## config.mk

```make
export PLATFORM = sky130hd
export DESIGN_NAME = utf8_decode_utf16_truncate_top
export DESIGN_NICKNAME = d
export VERILOG_FILES = /design/src/rtl/u8d_pkg.sv /design/src/rtl/u8d_front.sv /design/src/rtl/u8d_opq.sv /design/src/rtl/u8d_back.sv /design/src/rtl/utf8_decode_utf16_truncate_top.sv
export SDC_FILE = /design/constraint.sdc
export NUM_CORES = 1
export LEC_CHECK = 0
export BUFFER_PORTS_ARGS = -buffer_cell sky130_fd_sc_hd__buf_4
export CELL_PAD_IN_SITES_DETAIL_PLACEMENT = 0
export CELL_PAD_IN_SITES_GLOBAL_PLACEMENT = 2
export CORE_MARGIN = 3
export CORE_UTILIZATION = 41
export CTS_BUF_LIST = sky130_fd_sc_hd__clkbuf_16
export CTS_CLUSTER_DIAMETER = 200
export DETAILED_ROUTE_END_ITERATION = 8
export HOLD_SLACK_MARGIN = 0.12
export PLACE_DENSITY = 0.9
export REMOVE_ABC_BUFFERS = 1
export SYNTH_ARGS = -nofsm -noshare
export SYNTH_HDL_FRONTEND = slang
export SYNTH_SLANG_ARGS = --single-unit
```

## constraint.sdc

```tcl
create_clock -name clk -period 5.6 [get_ports clk]
set_input_delay 1.12 -clock clk [delete_from_list [all_inputs] [get_ports clk]]
set_output_delay 1.12 -clock clk [all_outputs]
set_load 0.02 [all_outputs]
```

## src/rtl/u8d_pkg.sv

```systemverilog
// Shared types and constants for the UTF-8 decoder with UTF-16 truncation.
// Holds the work descriptor passed from the front end to the result generator.
// No dependencies.
package u8d_pkg;

    localparam logic [20:0] REPL_CP     = 21'h00FFFD;
    localparam logic [20:0] BMP_MAX     = 21'h00FFFF;
    localparam logic [15:0] LIMIT_RESET = 16'd256;

    localparam logic [7:0] CONT_MASK  = 8'hC0;
    localparam logic [7:0] CONT_VAL   = 8'h80;
    localparam logic [7:0] LEAD2_MASK = 8'hE0;
    localparam logic [7:0] LEAD2_VAL  = 8'hC0;
    localparam logic [7:0] LEAD3_MASK = 8'hF0;
    localparam logic [7:0] LEAD3_VAL  = 8'hE0;
    localparam logic [7:0] LEAD4_MASK = 8'hF8;
    localparam logic [7:0] LEAD4_VAL  = 8'hF0;

    localparam logic [2:0] SEQ_IDLE = 3'd0;
    localparam logic [2:0] SEQ_LEN2 = 3'd2;
    localparam logic [2:0] SEQ_LEN3 = 3'd3;
    localparam logic [2:0] SEQ_LEN4 = 3'd4;

    localparam int OPQ_AW    = 1;
    localparam int OPQ_DEPTH = 1 << OPQ_AW;

    // Results of one item in order: pre replacements, main code,
    // post replacements, end marker.
    typedef struct packed {
        logic [1:0]  pre;
        logic        main_vld;
        logic [20:0] main_cp;
        logic [2:0]  main_nb;
        logic [1:0]  post;
        logic        marker;
        logic        last;
    } u8d_op_t;

endpackage

```

## src/rtl/u8d_front.sv

```systemverilog
// Front end: accepts bytes, tracks the open UTF-8 sequence, classifies each
// byte into a work descriptor for the result generator. Depends on u8d_pkg.
module u8d_front
    import u8d_pkg::*;
(
    input  logic     clk,
    input  logic     rst_n,
    input  logic     push,
    output logic     full,
    input  logic [7:0] in_byte,
    input  logic     in_last,
    input  logic     q_full,
    output logic     q_wr,
    output u8d_op_t  q_op
);

    logic [7:0] pend_reg [3];
    logic [1:0] cnt_reg;
    logic [1:0] cnt_next;
    logic [2:0] exp_reg;
    logic [2:0] exp_next;

    logic       pend_we;
    logic [1:0] pend_idx;
    logic       is_cont;
    logic       zero_end;
    logic       has_work;
    logic       accept;
    u8d_op_t    op;

    always_comb
    begin
        is_cont  = (in_byte & CONT_MASK) == CONT_VAL;
        op       = '0;
        cnt_next = cnt_reg;
        exp_next = exp_reg;
        pend_we  = 1'b0;
        pend_idx = cnt_reg;
        zero_end = 1'b0;
        if (cnt_reg != 2'd0 && is_cont)
        begin
            if ({1'b0, cnt_reg} + 3'd1 == exp_reg)
            begin
                op.main_vld = 1'b1;
                op.main_nb  = exp_reg;
                case (exp_reg)
                    SEQ_LEN2: op.main_cp = {10'd0, pend_reg[0][4:0], in_byte[5:0]};
                    SEQ_LEN3: op.main_cp = {5'd0, pend_reg[0][3:0], pend_reg[1][5:0],
                                            in_byte[5:0]};
                    default:  op.main_cp = {pend_reg[0][2:0], pend_reg[1][5:0],
                                            pend_reg[2][5:0], in_byte[5:0]};
                endcase
                cnt_next = 2'd0;
                exp_next = SEQ_IDLE;
            end
            else
            begin
                pend_we  = 1'b1;
                cnt_next = cnt_reg + 2'd1;
                if (in_last)
                    op.post = cnt_reg + 2'd1;
            end
        end
        else
        begin
            op.pre   = cnt_reg;
            cnt_next = 2'd0;
            exp_next = SEQ_IDLE;
            pend_idx = 2'd0;
            if (in_byte == 8'd0)
                zero_end = 1'b1;
            else if (!in_byte[7])
            begin
                op.main_vld = 1'b1;
                op.main_cp  = {13'd0, in_byte};
                op.main_nb  = 3'd1;
            end
            else if ((in_byte & LEAD2_MASK) == LEAD2_VAL ||
                     (in_byte & LEAD3_MASK) == LEAD3_VAL ||
                     (in_byte & LEAD4_MASK) == LEAD4_VAL)
            begin
                pend_we  = 1'b1;
                cnt_next = 2'd1;
                if ((in_byte & LEAD2_MASK) == LEAD2_VAL)
                    exp_next = SEQ_LEN2;
                else if ((in_byte & LEAD3_MASK) == LEAD3_VAL)
                    exp_next = SEQ_LEN3;
                else
                    exp_next = SEQ_LEN4;
                if (in_last)
                    op.post = 2'd1;
            end
            else
            begin
                op.main_vld = 1'b1;
                op.main_cp  = REPL_CP;
                op.main_nb  = 3'd1;
            end
        end
        op.last   = in_last || zero_end;
        op.marker = zero_end ||
                    (in_last && op.pre == 2'd0 && !op.main_vld && op.post == 2'd0);
        if (op.last)
        begin
            cnt_next = 2'd0;
            exp_next = SEQ_IDLE;
        end
        has_work = op.pre != 2'd0 || op.main_vld || op.post != 2'd0 || op.marker;
    end

    assign accept = push && !q_full;
    assign full   = q_full;
    assign q_wr   = accept && has_work;
    assign q_op   = op;

    always_ff @(posedge clk or negedge rst_n)
    begin
        if (!rst_n)
        begin
            cnt_reg <= 2'd0;
            exp_reg <= SEQ_IDLE;
        end
        else if (accept)
        begin
            cnt_reg <= cnt_next;
            exp_reg <= exp_next;
        end
    end

    always_ff @(posedge clk)
    begin
        if (accept && pend_we)
            pend_reg[pend_idx] <= in_byte;
    end

    a_open_seq_len: assert property (@(posedge clk) disable iff (!rst_n)
        cnt_reg != 2'd0 |-> ({1'b0, cnt_reg} < exp_reg &&
            (exp_reg == SEQ_LEN2 || exp_reg == SEQ_LEN3 || exp_reg == SEQ_LEN4)))
        else $error("open sequence count out of range");

    a_idle_no_len: assert property (@(posedge clk) disable iff (!rst_n)
        cnt_reg == 2'd0 |-> exp_reg == SEQ_IDLE)
        else $error("sequence length set with nothing buffered");

endmodule

```

## src/rtl/u8d_opq.sv

```systemverilog
// Short queue of work descriptors between front end and result generator.
// Depends on u8d_pkg.
module u8d_opq
    import u8d_pkg::*;
(
    input  logic    clk,
    input  logic    rst_n,
    input  logic    wr,
    input  u8d_op_t wdata,
    input  logic    rd,
    output u8d_op_t rdata,
    output logic    full,
    output logic    empty
);

    u8d_op_t           mem_reg [OPQ_DEPTH];
    logic [OPQ_AW-1:0] wr_ptr_reg;
    logic [OPQ_AW-1:0] rd_ptr_reg;
    logic [OPQ_AW:0]   count_reg;
    logic              do_wr;
    logic              do_rd;

    assign full  = count_reg == (OPQ_AW + 1)'(OPQ_DEPTH);
    assign empty = count_reg == '0;
    assign do_wr = wr && !full;
    assign do_rd = rd && !empty;
    assign rdata = mem_reg[rd_ptr_reg];

    always_ff @(posedge clk or negedge rst_n)
    begin
        if (!rst_n)
        begin
            wr_ptr_reg <= '0;
            rd_ptr_reg <= '0;
            count_reg  <= '0;
        end
        else
        begin
            if (do_wr)
                wr_ptr_reg <= wr_ptr_reg + 1'b1;
            if (do_rd)
                rd_ptr_reg <= rd_ptr_reg + 1'b1;
            if (do_wr && !do_rd)
                count_reg <= count_reg + 1'b1;
            else if (do_rd && !do_wr)
                count_reg <= count_reg - 1'b1;
        end
    end

    always_ff @(posedge clk)
    begin
        if (do_wr)
            mem_reg[wr_ptr_reg] <= wdata;
    end

endmodule

```

## src/rtl/u8d_back.sv

```systemverilog
// Result generator: expands work descriptors into one result per cycle unless
// pop low stalls; keeps the running UTF-16 and byte counts. Depends on u8d_pkg.
module u8d_back
    import u8d_pkg::*;
#(
    parameter int COUNT_WIDTH = 16
)
(
    input  logic        clk,
    input  logic        rst_n,
    input  logic [15:0] unit_limit,
    input  logic        q_empty,
    input  u8d_op_t     q_op,
    output logic        q_rd,
    output logic        empty,
    input  logic        pop,
    output logic [20:0] code_point,
    output logic        has_code,
    output logic [15:0] utf16_units,
    output logic        fits,
    output logic [15:0] kept_bytes,
    output logic        out_last
);

    localparam int SUM_W = (COUNT_WIDTH + 1 > 17) ? COUNT_WIDTH + 1 : 17;

    u8d_op_t                cur_reg;
    u8d_op_t                cur_next;
    logic                   cur_vld_reg;
    logic [COUNT_WIDTH-1:0] units_reg;
    logic [COUNT_WIDTH-1:0] bytes_reg;
    logic [COUNT_WIDTH-1:0] good_reg;
    logic                   ovf_reg;
    logic [COUNT_WIDTH-1:0] units_next;
    logic [COUNT_WIDTH-1:0] bytes_next;
    logic [COUNT_WIDTH-1:0] good_next;
    logic                   ovf_next;

    logic                   ovld_reg;
    logic [20:0]            cp_reg;
    logic                   has_reg;
    logic [15:0]            u16_reg;
    logic                   fits_reg;
    logic [15:0]            kept_reg;
    logic                   last_reg;

    logic                   out_ready;
    logic                   emit;
    logic                   finishing;
    logic                   e_code;
    logic [20:0]            e_cp;
    logic [2:0]             e_nb;
    logic [1:0]             inc;
    logic [SUM_W-1:0]       u_sum;
    logic [SUM_W-1:0]       b_sum;
    logic [COUNT_WIDTH-1:0] u_sat;
    logic [COUNT_WIDTH-1:0] b_sat;
    logic                   fit_now;

    function automatic logic [15:0] sat16(input logic [COUNT_WIDTH-1:0] v);
        logic [SUM_W-1:0] ext;
        ext = SUM_W'(v);
        return (|ext[SUM_W-1:16]) ? 16'hFFFF : ext[15:0];
    endfunction

    always_comb
    begin
        cur_next = cur_reg;
        e_code   = 1'b1;
        e_cp     = REPL_CP;
        e_nb     = 3'd1;
        if (cur_reg.pre != 2'd0)
            cur_next.pre = cur_reg.pre - 2'd1;
        else if (cur_reg.main_vld)
        begin
            e_cp              = cur_reg.main_cp;
            e_nb              = cur_reg.main_nb;
            cur_next.main_vld = 1'b0;
        end
        else if (cur_reg.post != 2'd0)
            cur_next.post = cur_reg.post - 2'd1;
        else
        begin
            e_code          = 1'b0;
            e_cp            = '0;
            e_nb            = 3'd0;
            cur_next.marker = 1'b0;
        end
        finishing = cur_next.pre == 2'd0 && !cur_next.main_vld &&
                    cur_next.post == 2'd0 && !cur_next.marker;

        inc     = (e_cp <= BMP_MAX) ? 2'd1 : 2'd2;
        u_sum   = SUM_W'(units_reg) + SUM_W'(inc);
        b_sum   = SUM_W'(bytes_reg) + SUM_W'(e_nb);
        u_sat   = (|u_sum[SUM_W-1:COUNT_WIDTH]) ? '1 : u_sum[COUNT_WIDTH-1:0];
        b_sat   = (|b_sum[SUM_W-1:COUNT_WIDTH]) ? '1 : b_sum[COUNT_WIDTH-1:0];
        fit_now = !ovf_reg && (u_sum <= SUM_W'(unit_limit));

        units_next = units_reg;
        bytes_next = bytes_reg;
        good_next  = good_reg;
        ovf_next   = ovf_reg;
        if (e_code)
        begin
            units_next = u_sat;
            bytes_next = b_sat;
            good_next  = fit_now ? b_sat : good_reg;
            ovf_next   = !fit_now;
        end
    end

    assign out_ready = !ovld_reg || pop;
    assign emit      = cur_vld_reg && out_ready;
    assign q_rd      = !q_empty && (!cur_vld_reg || (emit && finishing));

    always_ff @(posedge clk or negedge rst_n)
    begin
        if (!rst_n)
        begin
            cur_vld_reg <= 1'b0;
            ovld_reg    <= 1'b0;
            units_reg   <= '0;
            bytes_reg   <= '0;
            good_reg    <= '0;
            ovf_reg     <= 1'b0;
        end
        else
        begin
            if (q_rd)
                cur_vld_reg <= 1'b1;
            else if (emit && finishing)
                cur_vld_reg <= 1'b0;

            if (emit)
                ovld_reg <= 1'b1;
            else if (pop)
                ovld_reg <= 1'b0;

            if (emit)
            begin
                if (finishing && cur_reg.last)
                begin
                    units_reg <= '0;
                    bytes_reg <= '0;
                    good_reg  <= '0;
                    ovf_reg   <= 1'b0;
                end
                else
                begin
                    units_reg <= units_next;
                    bytes_reg <= bytes_next;
                    good_reg  <= good_next;
                    ovf_reg   <= ovf_next;
                end
            end
        end
    end

    always_ff @(posedge clk)
    begin
        if (q_rd)
            cur_reg <= q_op;
        else if (emit)
            cur_reg <= cur_next;

        if (emit)
        begin
            cp_reg   <= e_cp;
            has_reg  <= e_code;
            u16_reg  <= sat16(units_next);
            fits_reg <= !ovf_next;
            kept_reg <= sat16(good_next);
            last_reg <= finishing && cur_reg.last;
        end
    end

    assign empty       = !ovld_reg;
    assign code_point  = cp_reg;
    assign has_code    = has_reg;
    assign utf16_units = u16_reg;
    assign fits        = fits_reg;
    assign kept_bytes  = kept_reg;
    assign out_last    = last_reg;

    a_marker_is_last: assert property (@(posedge clk) disable iff (!rst_n)
        ovld_reg && !has_reg |-> last_reg && cp_reg == '0)
        else $error("end marker not final or carries a code");

    a_kept_within_pos: assert property (@(posedge clk) disable iff (!rst_n)
        good_reg <= bytes_reg)
        else $error("kept prefix beyond byte position");

    a_units_within_pos: assert property (@(posedge clk) disable iff (!rst_n)
        units_reg <= bytes_reg)
        else $error("UTF-16 length exceeds byte count");

endmodule

```

## src/rtl/utf8_decode_utf16_truncate_top.sv

```systemverilog
// Top level of the UTF-8 decoder with UTF-16 length truncation.
// Instantiates u8d_front, u8d_opq and u8d_back; depends on u8d_pkg.
//
//   channel   handshake              payload
//   input     push / full            in_byte, in_last
//   result    pop / empty            code_point, has_code, utf16_units, fits,
//                                    kept_bytes, out_last
//   config    cfg_valid / cfg_ready  cfg_data (unit_limit)
//
// One byte per cycle while each byte yields at most one result and pop is not
// held low; a byte with more results holds the result generator, one result per cycle.
// A byte's descriptor goes through the work queue and the current register to the output.
// full rises while the two-entry work queue is full; pop low holds the result.
// Reset clears all sequence and count state and sets unit_limit to 256.
module utf8_decode_utf16_truncate_top
    import u8d_pkg::*;
#(
    parameter int COUNT_WIDTH = 16
)
(
    input  logic        clk,
    input  logic        rst_n,
    input  logic        push,
    output logic        full,
    input  logic [7:0]  in_byte,
    input  logic        in_last,
    output logic        empty,
    input  logic        pop,
    output logic [20:0] code_point,
    output logic        has_code,
    output logic [15:0] utf16_units,
    output logic        fits,
    output logic [15:0] kept_bytes,
    output logic        out_last,
    input  logic        cfg_valid,
    output logic        cfg_ready,
    input  logic [15:0] cfg_data
);

    logic [15:0] limit_reg;
    logic        q_wr;
    logic        q_rd;
    logic        q_full;
    logic        q_empty;
    u8d_op_t     q_wdata;
    u8d_op_t     q_rdata;

    assign cfg_ready = 1'b1;

    always_ff @(posedge clk or negedge rst_n)
    begin
        if (!rst_n)
            limit_reg <= LIMIT_RESET;
        else if (cfg_valid && cfg_ready)
            limit_reg <= cfg_data;
    end

    u8d_front u_front (
        .clk     (clk),
        .rst_n   (rst_n),
        .push    (push),
        .full    (full),
        .in_byte (in_byte),
        .in_last (in_last),
        .q_full  (q_full),
        .q_wr    (q_wr),
        .q_op    (q_wdata)
    );

    u8d_opq u_opq (
        .clk   (clk),
        .rst_n (rst_n),
        .wr    (q_wr),
        .wdata (q_wdata),
        .rd    (q_rd),
        .rdata (q_rdata),
        .full  (q_full),
        .empty (q_empty)
    );

    u8d_back #(
        .COUNT_WIDTH (COUNT_WIDTH)
    ) u_back (
        .clk         (clk),
        .rst_n       (rst_n),
        .unit_limit  (limit_reg),
        .q_empty     (q_empty),
        .q_op        (q_rdata),
        .q_rd        (q_rd),
        .empty       (empty),
        .pop         (pop),
        .code_point  (code_point),
        .has_code    (has_code),
        .utf16_units (utf16_units),
        .fits        (fits),
        .kept_bytes  (kept_bytes),
        .out_last    (out_last)
    );

endmodule
```

# --- Word-level counts from Yosys, hierarchy flattened ---
# Memories as Yosys holds them, arrays and structs flattened.
# Cells that the tools add are included.
totals:
  ff_bits: 163
  mem_bits_rw: 86
  in_bits: 30
  output_inout_bits: 59
  mem_count: 2
op_classes:
  n_addsub: 10
  order_cmp: 2
  eq_ne: 9
  muxes: 73
  reduce_logical: 58
memory_table:
  columns: ["memory", "words", "width", "rd", "rd_ports_with_merged_regs", "write_ports", "line_no", "source"]
  rows:
  - ["u_opq.mem_reg", 2, 31, 1, 0, 1, "u8d_opq.sv:16", "u8d_op_t mem_reg [OPQ_DEPTH];"]
  - ["u_front.pend_reg", 3, 8, 3, 0, 1, "u8d_front.sv:17", "logic [7:0] pend_reg [3];"]
op_table:
  columns: ["operator", "n"]
  rows:
  - ["$mux W16", 10]
  - ["$mux W25", 3]
  - ["$mux W31", 2]
  - ["$mux W27", 2]
  - ["$mux W21", 2]
  - ["$pmux W21 S2", 1]
  - ["$mux W3", 12]
  - ["$mux W2", 15]
  - ["$mux W1", 26]
  - ["$le A21 B16 Y1 const B", 1]
  - ["$reduce_bool A2 Y1", 10]
  - ["$logic_and A1 B1 Y1", 19]
  - ["$add A16 B2 Y17", 1]
  - ["$add A16 B3 Y17", 1]
  - ["$le A17 B16 Y1", 1]
  - ["$logic_not A1 Y1", 12]
  - ["$logic_not A2 Y1", 5]
  - ["$logic_or A1 B1 Y1", 9]
  - ["$logic_not A8 Y1", 1]
  - ["$eq A3 B2 Y1 const B", 2]
  - ["$sub A2 B1 Y2 const B", 3]
  - ["$eq A5 B5 Y1 const B", 1]
  - ["$add A2 B1 Y2 const B", 2]
  - ["$eq A2 B2 Y1 const B", 2]
  - ["7 further kinds", 9]

# --- Longest topological paths before layout ---
# Gate-level depths: netlist of run 1.
logic_depth:
  depth_word: 18
  mapped_depth: 22

# --- By module ---
# A second synthesis of run 1 with hierarchy kept.
hier_totals:
  hier_cells: 894
  area_unflattened_um2: 11611.1
modules_own_cells:
  columns: ["mod", "n_inst", "cells_per_inst", "area_each_um2", "seq_area_each_um2"]
  rows:
  - ["u8d_back", 1, 600, 6979.2, 3888.7]
  - ["u8d_opq", 1, 116, 2587.5, 1961.9]
  - ["u8d_front", 1, 142, 1382.6, 635.6]
  - ["utf8_decode_utf16_truncate_top", 1, 36, 661.9, 401.6]

# --- Least setup slack after synthesis of run 1 ---
# Ideal clock, no wire load.
synth_path:
  path_kind: "register -> register"
  startpoint: "register u_back.cur_reg[29] (netlist name)"
  endpoint: "register u_back.kept_reg[11] (netlist: u_back.kept_bytes[11]) (data pin)"
  arrival_time_ps: 4337
  required_time_ps: 5340
  setup_slack_ps: 1003
  stages_incl_launch_ff: 21
  path_buffers: 3
  synth_period_minus_slack_ps: 4597
  path_cell_list: "edfxtp_1 nor2_1 and3_1 nor4_1 and2_1 ha_1 inv_1 fa_1 and3b_1 buf_6 and4_4 buf_6 nand3_1 xnor2_1 ha_1 nand3_1 or2_2 nand2b_1 o211ai_4 buf_2 mux2_2"
synth_between:
  elab_chain_len: 9
  word_cells_on_any_way: 13
synth_rtl:
  columns: ["element", "line_no", "source"]
  rows:
  - ["start, declared", "u8d_back.sv:27", "u8d_op_t cur_reg;"]
  - ["start signal, assigned", "u8d_back.sv:162", "cur_reg <= q_op;"]
  - ["start signal, assigned", "u8d_back.sv:164", "cur_reg <= cur_next;"]
  - ["$reduce_bool A2 Y1", "u8d_back.sv:72", "if (cur_reg.pre != 2'd0)"]
  - ["$mux W21", "u8d_back.sv:72", null]
  - ["via u_back.e_cp[16]", "u8d_back.sv:51", "logic [20:0] e_cp;"]
  - ["$le A21 B16 Y1", "u8d_back.sv:92", "inc = (e_cp <= BMP_MAX) ? 2'd1 : 2'd2;"]
  - ["$mux W2", "u8d_back.sv:92", null]
  - ["$add A16 B2 Y17", "u8d_back.sv:93", "u_sum = SUM_W'(units_reg) + SUM_W'(inc);"]
  - ["$le A17 B16 Y1", "u8d_back.sv:97", "fit_now = !ovf_reg && (u_sum <= SUM_W'(unit_limit));"]
  - ["$logic_and A1 B1 Y1", "u8d_back.sv:97", null]
  - ["$mux W16", "u8d_back.sv:107", "good_next = fit_now ? b_sat : good_reg;"]
  - ["$mux W16", "u8d_back.sv:103", "if (e_code)"]
  - ["via u_back.good_next[11]", "u8d_back.sv:36", "logic [COUNT_WIDTH-1:0] good_next;"]
  - ["end signal, assigned", "u8d_back.sv:172", "kept_reg <= sat16(good_next);"]
  - ["end, declared", "u8d_back.sv:44", "logic [15:0] kept_reg;"]
# The timed path passes the listed nets, and every way through them passes these cells.
# A chain may end at the register's enable or synchronous reset.

# --- Worst setup path after layout of run 1 ---
layout_path:
  startpoint: "register u_back.cur_reg[30] (netlist name)"
  endpoint: "register u_back.good_reg[7]"
layout_between:
  elab_chain_len: 10
  word_cells_on_any_way: 26
layout_rtl:
  columns: ["element", "line_no", "source"]
  rows:
  - ["$reduce_bool A2 Y1", "u8d_back.sv:72", null]
  - ["$mux W21", "u8d_back.sv:72", null]
  - ["via u_back.e_cp[16]", "u8d_back.sv:51", null]
  - ["$le A21 B16 Y1", "u8d_back.sv:92", null]
  - ["$mux W2", "u8d_back.sv:92", null]
  - ["$add A16 B2 Y17", "u8d_back.sv:93", null]
  - ["$le A17 B16 Y1", "u8d_back.sv:97", null]
  - ["$logic_and A1 B1 Y1", "u8d_back.sv:97", null]
  - ["$mux W16", "u8d_back.sv:107", null]
  - ["$mux W16", "u8d_back.sv:103", null]
  - ["$mux W16", "u8d_back.sv:141", "if (finishing && cur_reg.last)"]
  - ["end signal, assigned", "u8d_back.sv:152", "good_reg <= good_next;"]
  - ["end, declared", "u8d_back.sv:32", "logic [COUNT_WIDTH-1:0] good_reg;"]
# The timed path passes the listed nets, and every way through them passes these cells.

==> results of run 1 <==
-- kinds of logic (layout without fill, tap and decap cells) --
kind of cell	count (synthesis)	after routing	synth area share
and+or+nand+nor	270	270	0.123
DFF	242	242	0.628
AOI/OAI and AO/OA	178	179	0.111
buffers and inverters	79	185	0.0305
muxes	58	58	0.0543
adders and majority gates	27	27	0.0320
xor gates and xnor gates	27	27	0.0216
other	1	1	0.000342
-- worst max-delay path: stages, from the launching register on --
cell,delay [ps]
edfxtp_1,430
nor2_1,140
and3_1,210
nor4_1,300
and2_1,240
ha_1,180
inv_1,50
fa_1,420
and3b_1,400
and4_4,320
nand3_1,100
xnor2_1,160
ha_1,350
nand4_1,100
or4_1,470
o21ai_1,350
o211ai_4,340
a21o_4,380
a22o_1,200
-- per-stage QoR --
stage	util	hold slack (ps)	worst slack (ps)	total power, µW
6_report	0.489	402	340	6330
5_1_grt	0.489	383	12.1	6730
4_1_cts	0.489	380	344	6410
3_5_place_dp	0.456	474	349	4650
3_3_place_gp	0.456	468	458	4610
2_1_floorplan	-	451	846	3960
-- layer usage --
layer / routed length, µm / up-vias / part of all wire
li1: - / 3392 / -
met3: 1010 / 32 / 0.045
met5: 0 / - / 0
met1: 10000 / 3313 / 0.45
met4: 359 / 0 / 0.016
met2: 11100 / 117 / 0.49
-- area by class of cell --
type / instances / area, µm²
inverters: 40 / 150
multi-input cells: 562 / 3770
clock buffers: 26 / 651
flip-flops and latches: 242 / 6890
fillers: 2305 / 13400
well taps: 335 / 419
clock inverters: 22 / 219
repair buffers: 97 / 728
-- synth_stat cells, drive strengths merged (7+ instances only) --
library cell,count
edfxtp,166
nor2,84
dfrtp,75
nand2,67
o21ai,62
mux2i,46
inv,40
a21oi,29
a22o,29
and3,25
clkbuf,25
ha,24
a21o,19
nand3,19
and2,15
buf,14
xnor2,14
xor2,13
mux2,12
nand4,11
nor3,11
nand2b,9
o2bb2ai,9
a31oi,7
-- report_power, final --
part	total (µW)	switching, µW	internal [µW]
sequential	2660	214	2450
combinational	1940	1190	754
clock	1730	697	1030
total	6330	2100	4230
-- how the worst max path moves through the flow --
stage | endpoint | startpoint | slack (ps) | depth (start not counted)
after floorplan | u_back.kept_bytes[11]$_DFFE_PP_ | u_back.cur_reg[28]$_DFFE_PP_ | 850 | 16
after global placement | u_back.good_reg[11]$_DFFE_PN0P_ | u_back.cur_reg[29]$_DFFE_PP_ | 460 | 18
after detailed placement | u_back.good_reg[5]$_DFFE_PN0P_ | u_back.cur_reg[30]$_DFFE_PP_ | 350 | 18
after CTS | u_back.good_reg[7]$_DFFE_PN0P_ | u_back.cur_reg[30]$_DFFE_PP_ | 340 | 18
after global routing | u_back.good_reg[8]$_DFFE_PN0P_ | u_back.cur_reg[29]$_DFFE_PP_ | 10 | 18
final | u_back.good_reg[7]$_DFFE_PN0P_ | u_back.cur_reg[30]$_DFFE_PP_ | 340 | 18
-- repair_timing --
item / in CTS / in global routing
resized for setup: 0 / 1
endpoints found under the setup margin: 0 / 7
hold endpoints to repair: 0 / 0
==> summary.md, run 1 <==
| Metric | Value |
|---|---|
| Status | `complete, no violations` |
| Total global routing overflow | `0` |
| Port buffer count | `87` |
| Cells after Synth | `882` |
| DP Cell Count | `1275` |
| Synth warnings | `0` |
| WP data required | `6020 ps` |
| Drt drc | `0` |
| Sum of negative setup slack | `0 ps` |
| Final WL | `22500 µm` |
| R2R Path End | `u_back.good_reg[7]$_DFFE_PN0P_` |
| Cts hold-fix bufs | `0` |
| First-pass detailed-route iteration total | `5` |
| CTS root buf | `clkbuf_16` |
| Yosys top cell by area | `edfxtp_1` |
| Max clock buf depth | `3` |
| Skew-Pair Late Insertion Delay | `540 ps` |
| Largest net degree at the start of global routing | `70` |
| CTS tree | `done` |
| GR Layer Usage met2 | `0.262` |
| Gr busiest metal | `met2` |
| Number of diodes | `0` |
| Die Y | `170 µm` |
| Startpoint Class | `flip-flop` |
| Final critical-path share of the clock period | `0.939` |
| FP Rows | `59` |
| All-Layer GR Usage | `0.154` |
| Fmax achieved | `0.190 GHz` |
| Synth area leaders | `edfxtp_1 45%, dfrtp_1 17%, mux2i_1 4.2%` |
| Flop2flop setup slack | `340 ps` |
| Largest register FFs | `62` |
| Worst Path Arrival | `5680 ps` |
| Most frequent cells in the layout | `166 x edfxtp_1, 97 x buf_4, 83 x nor2_1, 75 x dfrtp_1, 67 x nand2_1` |
| Starting Density | `0.418` |
| Final net count | `1025` |
| Final setup fails | `0` |
| Layout cells sized above 1 | `0.174` |
| Syn_area_per_cell | `12.4 µm²` |
| Placed instance area | `11900 µm²` |
| #FFs+latches synth | `242` |
| Synth-to-Final Area Change | `17.0%` |
| Post-synth EDFFs | `166` |
| Reg clk slew, reported paths | `60 ps` |
| Worst slew pin tran | `1160 ps` |
| Peak supply drop | `0.257 mV` |
| Setup repair bufs after CTS | `0` |
| Most used flip-flop cell after synthesis | `edfxtp_1` |
| Sequential area share after synthesis | `0.628` |
| Worst Hold Class | `in2async` |
| Number of global-route vias before repair | `6961` |
| Hpwl dp | `15300 µm` |
| Starting DRC count in detailed routing | `352` |
| R2R Path Start | `u_back.cur_reg[30]$_DFFE_PP_` |
| Most common cell after layout, fill and taps aside | `edfxtp_1` |
| Netlist Area Pre-Place | `11000 µm²` |
| Drt wl/cell | `17.0 µm` |
| Critical Path End Type | `flip-flop` |
| Finished Layout Cells | `1324` |
| Post-synth top area share | `0.455` |
| Vias per cell | `5.18` |
| First-pass GRT wire length | `36200 µm` |
| Ys async rst share | `0.314` |
| Critical path type | `reg2reg` |
| Post-DRT Antenna Nets | `0` |
| Yosys cell types | `68` |
| Max Cap Violations | `0` |
| Unrepaired setup endpoints after global routing | `false` |
| Detailed-route via count | `6854` |
| H-tree depth | `1` |
| GP Congestion | `0.787` |
| Met1 Usage GRT | `0.205` |
| Post-route design area | `12800 µm²` |
| Max_slew headroom | `0.223` |
| R2R depth | `18` |
| Core box area | `26200 µm²` |
| Die footprint | `28700 µm²` |
| Die Width | `170 µm` |
| TritonCTS Buffers | `26` |
| Final Max Tran Viols | `0` |
| Clock skew | `15.3 ps` |
| GR met3 Demand/Resource | `0.0307` |
| Final min period | `5260 ps` |
| Initial antenna violation count | `0` |
| Final hold vios | `0` |
| Clock sink count | `242` |
| Leakage dissipation | `0.00534 µW` |
| Cell Pwr Density | `494 nW/µm²` |
| Max Fanout on Critical Path | `16` |
| IO Pins | `89` |
No activity file was read; power rests on OpenSTA's default activity.
==> inputs of run 2 (changes only) <==
==> constraint.sdc (replaced) <==
create_clock -name clk -period 5.6 [get_ports clk]
set_input_delay 0.28 -clock clk [delete_from_list [all_inputs] [get_ports clk]]
set_output_delay 0.28 -clock clk [all_outputs]
set_load 0.02 [all_outputs]
==> run 2 against run 1 <==
Compared with the run above: maximum frequency up 1.1%; first-iteration DRC count is 8.0% higher; critical path type unchanged; global-route usage is 0.12 points lower; setup slack improved by 59 ps; sequential power hardly changed; non-clock buffer count up 25; cell count up 1.9%; via count grew 1.5%; clock power hardly changed; combinational power barely moved.
==> summary.md, run 2 (synthesis results as in run 1) <==
| Metric | Value |
|---|---|
| Worst Hold Class | `in2reg` |
| Most frequent cells in the layout | `166 x edfxtp_1, 96 x buf_4, 83 x nor2_1, 75 x dfrtp_1, 67 x nand2_1` |
| Max incr delay on CP | `550 ps (+80 ps)` |
| Number of diodes | `0 (unchanged)` |
| Unrepaired setup endpoints after global routing | `false` |
| Vias per cell | `5.16 (-0.34%)` |
| Worst slew pin tran | `1110 ps (-52.1 ps)` |
| Status | `complete, no violations` |
| CP Cell Sequence | `nor2_1, and3_1, nor4_1, and2_1, ha_1, inv_1, fa_1, and3b_1, and4_4, nand3_1, xnor2_1, ha_1, nand3_1, or2_2, nand2b_1, o211ai_4, mux2_2` |
| Clock sink count | `242 (unchanged)` |
| DP Cell Count | `1274 (-0.078%)` |
| Worst hold path endpoint | `limit_reg[8]$_DFFE_PN1P_` |
| Share of total power in combinational logic | `0.307 (about the same)` |
| Final core utilization | `0.499 (+0.0101)` |
| R2R Path Start | `u_back.cur_reg[30]$_DFFE_PP_` |
| Final min period | `5200 ps (-58.5 ps)` |
| Most common cell after layout, fill and taps aside | `edfxtp_1` |
| Final hold vios | `0 (unchanged)` |
| R2R depth | `17 (-1)` |
| CTS tree | `done` |
| Largest net degree at the start of global routing | `71 (+1.4%)` |
| Max_slew headroom | `0.258 (+0.0350)` |
| Pre-CTS WS | `298 ps (-51.1 ps)` |
| First-pass GRT wire length | `36000 µm (-0.63%)` |
| H-tree depth | `1 (unchanged)` |
| GR met3 Demand/Resource | `0.0254 (-0.00536)` |
| # fillers | `2315 (+0.43%)` |
| Max Fanout on Critical Path | `14 (-2)` |
| Detailed-route via count | `6960 (+1.5%)` |
| Fmax achieved | `0.192 GHz (+1.1%)` |
| Die footprint | `28700 µm² (unchanged)` |
| Finished Layout Cells | `1349 (+1.9%)` |
| Total global routing overflow | `0 (unchanged)` |
| Final WL | `22500 µm (about the same)` |
| Final setup fails | `0 (unchanged)` |
| Starting Density | `0.418 (unchanged)` |
| Hold path start | `cfg_valid` |
| Int Power | `4250 µW (+0.31%)` |
| Die Width | `170 µm (unchanged)` |
| NetSw | `2090 µW (-0.47%)` |
| Starting DRC count in detailed routing | `380 (+8.0%)` |
| Leakage dissipation | `0.00545 µW (+2.0%)` |
| Gr busiest metal | `met2` |
| Final Max Tran Viols | `0 (unchanged)` |
| Final net count | `1050 (+2.4%)` |
| Startpoint Class | `flip-flop` |
| CTS root buf | `clkbuf_16` |
| Slowest CP cell | `o211ai_4` |
| Drt wl/cell | `16.7 µm (-1.9%)` |
| Skew-Pair Late Insertion Delay | `520 ps (-20 ps)` |
| Drt drc | `0 (unchanged)` |
| FP Rows | `59 (unchanged)` |
| GR Layer Usage met2 | `0.266 (+0.00384)` |
| Switching share of power | `0.330 (-0.00174)` |
| Core box area | `26200 µm² (unchanged)` |
| Synth-to-Final Area Change | `19.4%` |
| Layout cells sized above 1 | `0.170 (-0.00429)` |
| Peak supply drop | `0.266 mV (+3.8%)` |
| WHS Path Cells | `3` |
| Cell Pwr Density | `484 nW/µm² (-2.0%)` |
| Post-DRT Antenna Nets | `0 (unchanged)` |
| Largest register FFs | `62 (unchanged)` |
| Reg clk slew, reported paths | `60 ps (about the same)` |
| R2R Path End | `u_back.kept_bytes[3]$_DFFE_PP_` |
| WP data required | `5870 ps (-150 ps)` |
| Die Y | `170 µm (unchanged)` |
| Max clock buf depth | `3 (unchanged)` |
| IO Pins | `89 (unchanged)` |
| Clock skew | `9.52 ps (-5.82 ps)` |
| Sum of negative setup slack | `0 ps (unchanged)` |
| Setup ws final | `399 ps (+58.5 ps)` |
| Hpwl dp | `15300 µm (+0.39%)` |
| Port buffer count | `87 (unchanged)` |
| TritonCTS Buffers | `26 (unchanged)` |
| First-pass detailed-route iteration total | `4 (-1)` |
| Critical path type | `reg2reg` |
| Worst Path Arrival | `5470 ps (-210 ps)` |
| Final hold slack | `147 ps (-256 ps)` |
| Initial antenna violation count | `0 (unchanged)` |
| Number of global-route vias before repair | `6877 (-1.2%)` |
| Met1 Usage GRT | `0.202 (-0.00298)` |
| Flop2flop setup slack | `400 ps (+60 ps)` |
| Critical Path End Type | `flip-flop` |
| Sequential Power Share | `0.420 (about the same)` |
| All-Layer GR Usage | `0.153 (-0.00117)` |
| GP Congestion | `0.786 (-0.11%)` |
| Clk pwr share | `0.273 (about the same)` |
| Final critical-path share of the clock period | `0.929 (-0.0105)` |
| Max Cap Violations | `0 (unchanged)` |
[run 2: critical path: cells and delay by family, from the launching register on]
family / cells / cell delay (ps)
AND/OR/NAND/NOR: 10 / 2380
adder cells (fa/ha/maj): 3 / 970
AO/OA/AOI/OAI: 1 / 550
flip-flops: 1 / 430
multiplexers: 1 / 400
XOR/XNOR: 1 / 150
buffers and inverters: 1 / 50
[run 2: layout make-up]
class,instances,area [µm²],share of cell area
Inverter,40,150,0.0115
Sequential cell,242,6890,0.526
Tap cell,335,419,0.0320
Clock buffer,26,651,0.0497
Clock inverter,22,228,0.0174
Multi-Input combinational cell,562,3770,0.288
Timing Repair Buffer,122,981,0.0749
[run 2: per-layer routing]
layer	vias up	part of all wire	wire, µm
met5	-	0	0
met4	0	0.023	514
met3	32	0.037	832
met2	120	0.50	11200
met1	3362	0.44	9930
li1	3446	-	-
[run 2: worst max path at each step]
stage | start | end | slack (ps) | cells past startpoint
3_5_place_dp | u_back.cur_reg[29]$_DFFE_PP_ | u_back.good_reg[7]$_DFFE_PN0P_ | 300 | 18
3_3_place_gp | u_back.cur_reg[29]$_DFFE_PP_ | u_back.good_reg[11]$_DFFE_PN0P_ | 460 | 18
2_1_floorplan | u_back.cur_reg[28]$_DFFE_PP_ | u_back.kept_bytes[11]$_DFFE_PP_ | 850 | 16
5_1_grt | u_back.cur_reg[30]$_DFFE_PP_ | u_back.kept_bytes[3]$_DFFE_PP_ | 50 | 17
4_1_cts | u_back.cur_reg[30]$_DFFE_PP_ | u_back.good_reg[1]$_DFFE_PN0P_ | 290 | 18
6_report | u_back.cur_reg[30]$_DFFE_PP_ | u_back.kept_bytes[3]$_DFFE_PP_ | 400 | 17
[run 2: per-stage QoR]
stage | instance area [µm²] | total power, µW
after floorplan | 10800 | 3960
after global placement | 11900 | 4610
after detailed placement | 11900 | 4640
after CTS | 13100 | 6410
after global routing | 13100 | 6720
final | 13100 | 6340
[run 2: power groups by stage]
stage / clock network, µW / registers [µW] / logic, µW
after floorplan: 0 / 2850 / 1110
after global placement: 0 / 2690 / 1920
after detailed placement: 0 / 2700 / 1950
after CTS: 1770 / 2670 / 1970
after global routing: 1850 / 2710 / 2160
final: 1730 / 2660 / 1950
[run 2: what timing repair did]
| action | CTS | global route |
|---|---|---|
| hold endpoints to repair | 43 | 0 |
| gates resized for setup | 0 | 2 |
| hold buffers | 26 | 0 |
| buffers inserted | 0 | 0 |
| endpoints found under the setup margin | 0 | 7 |
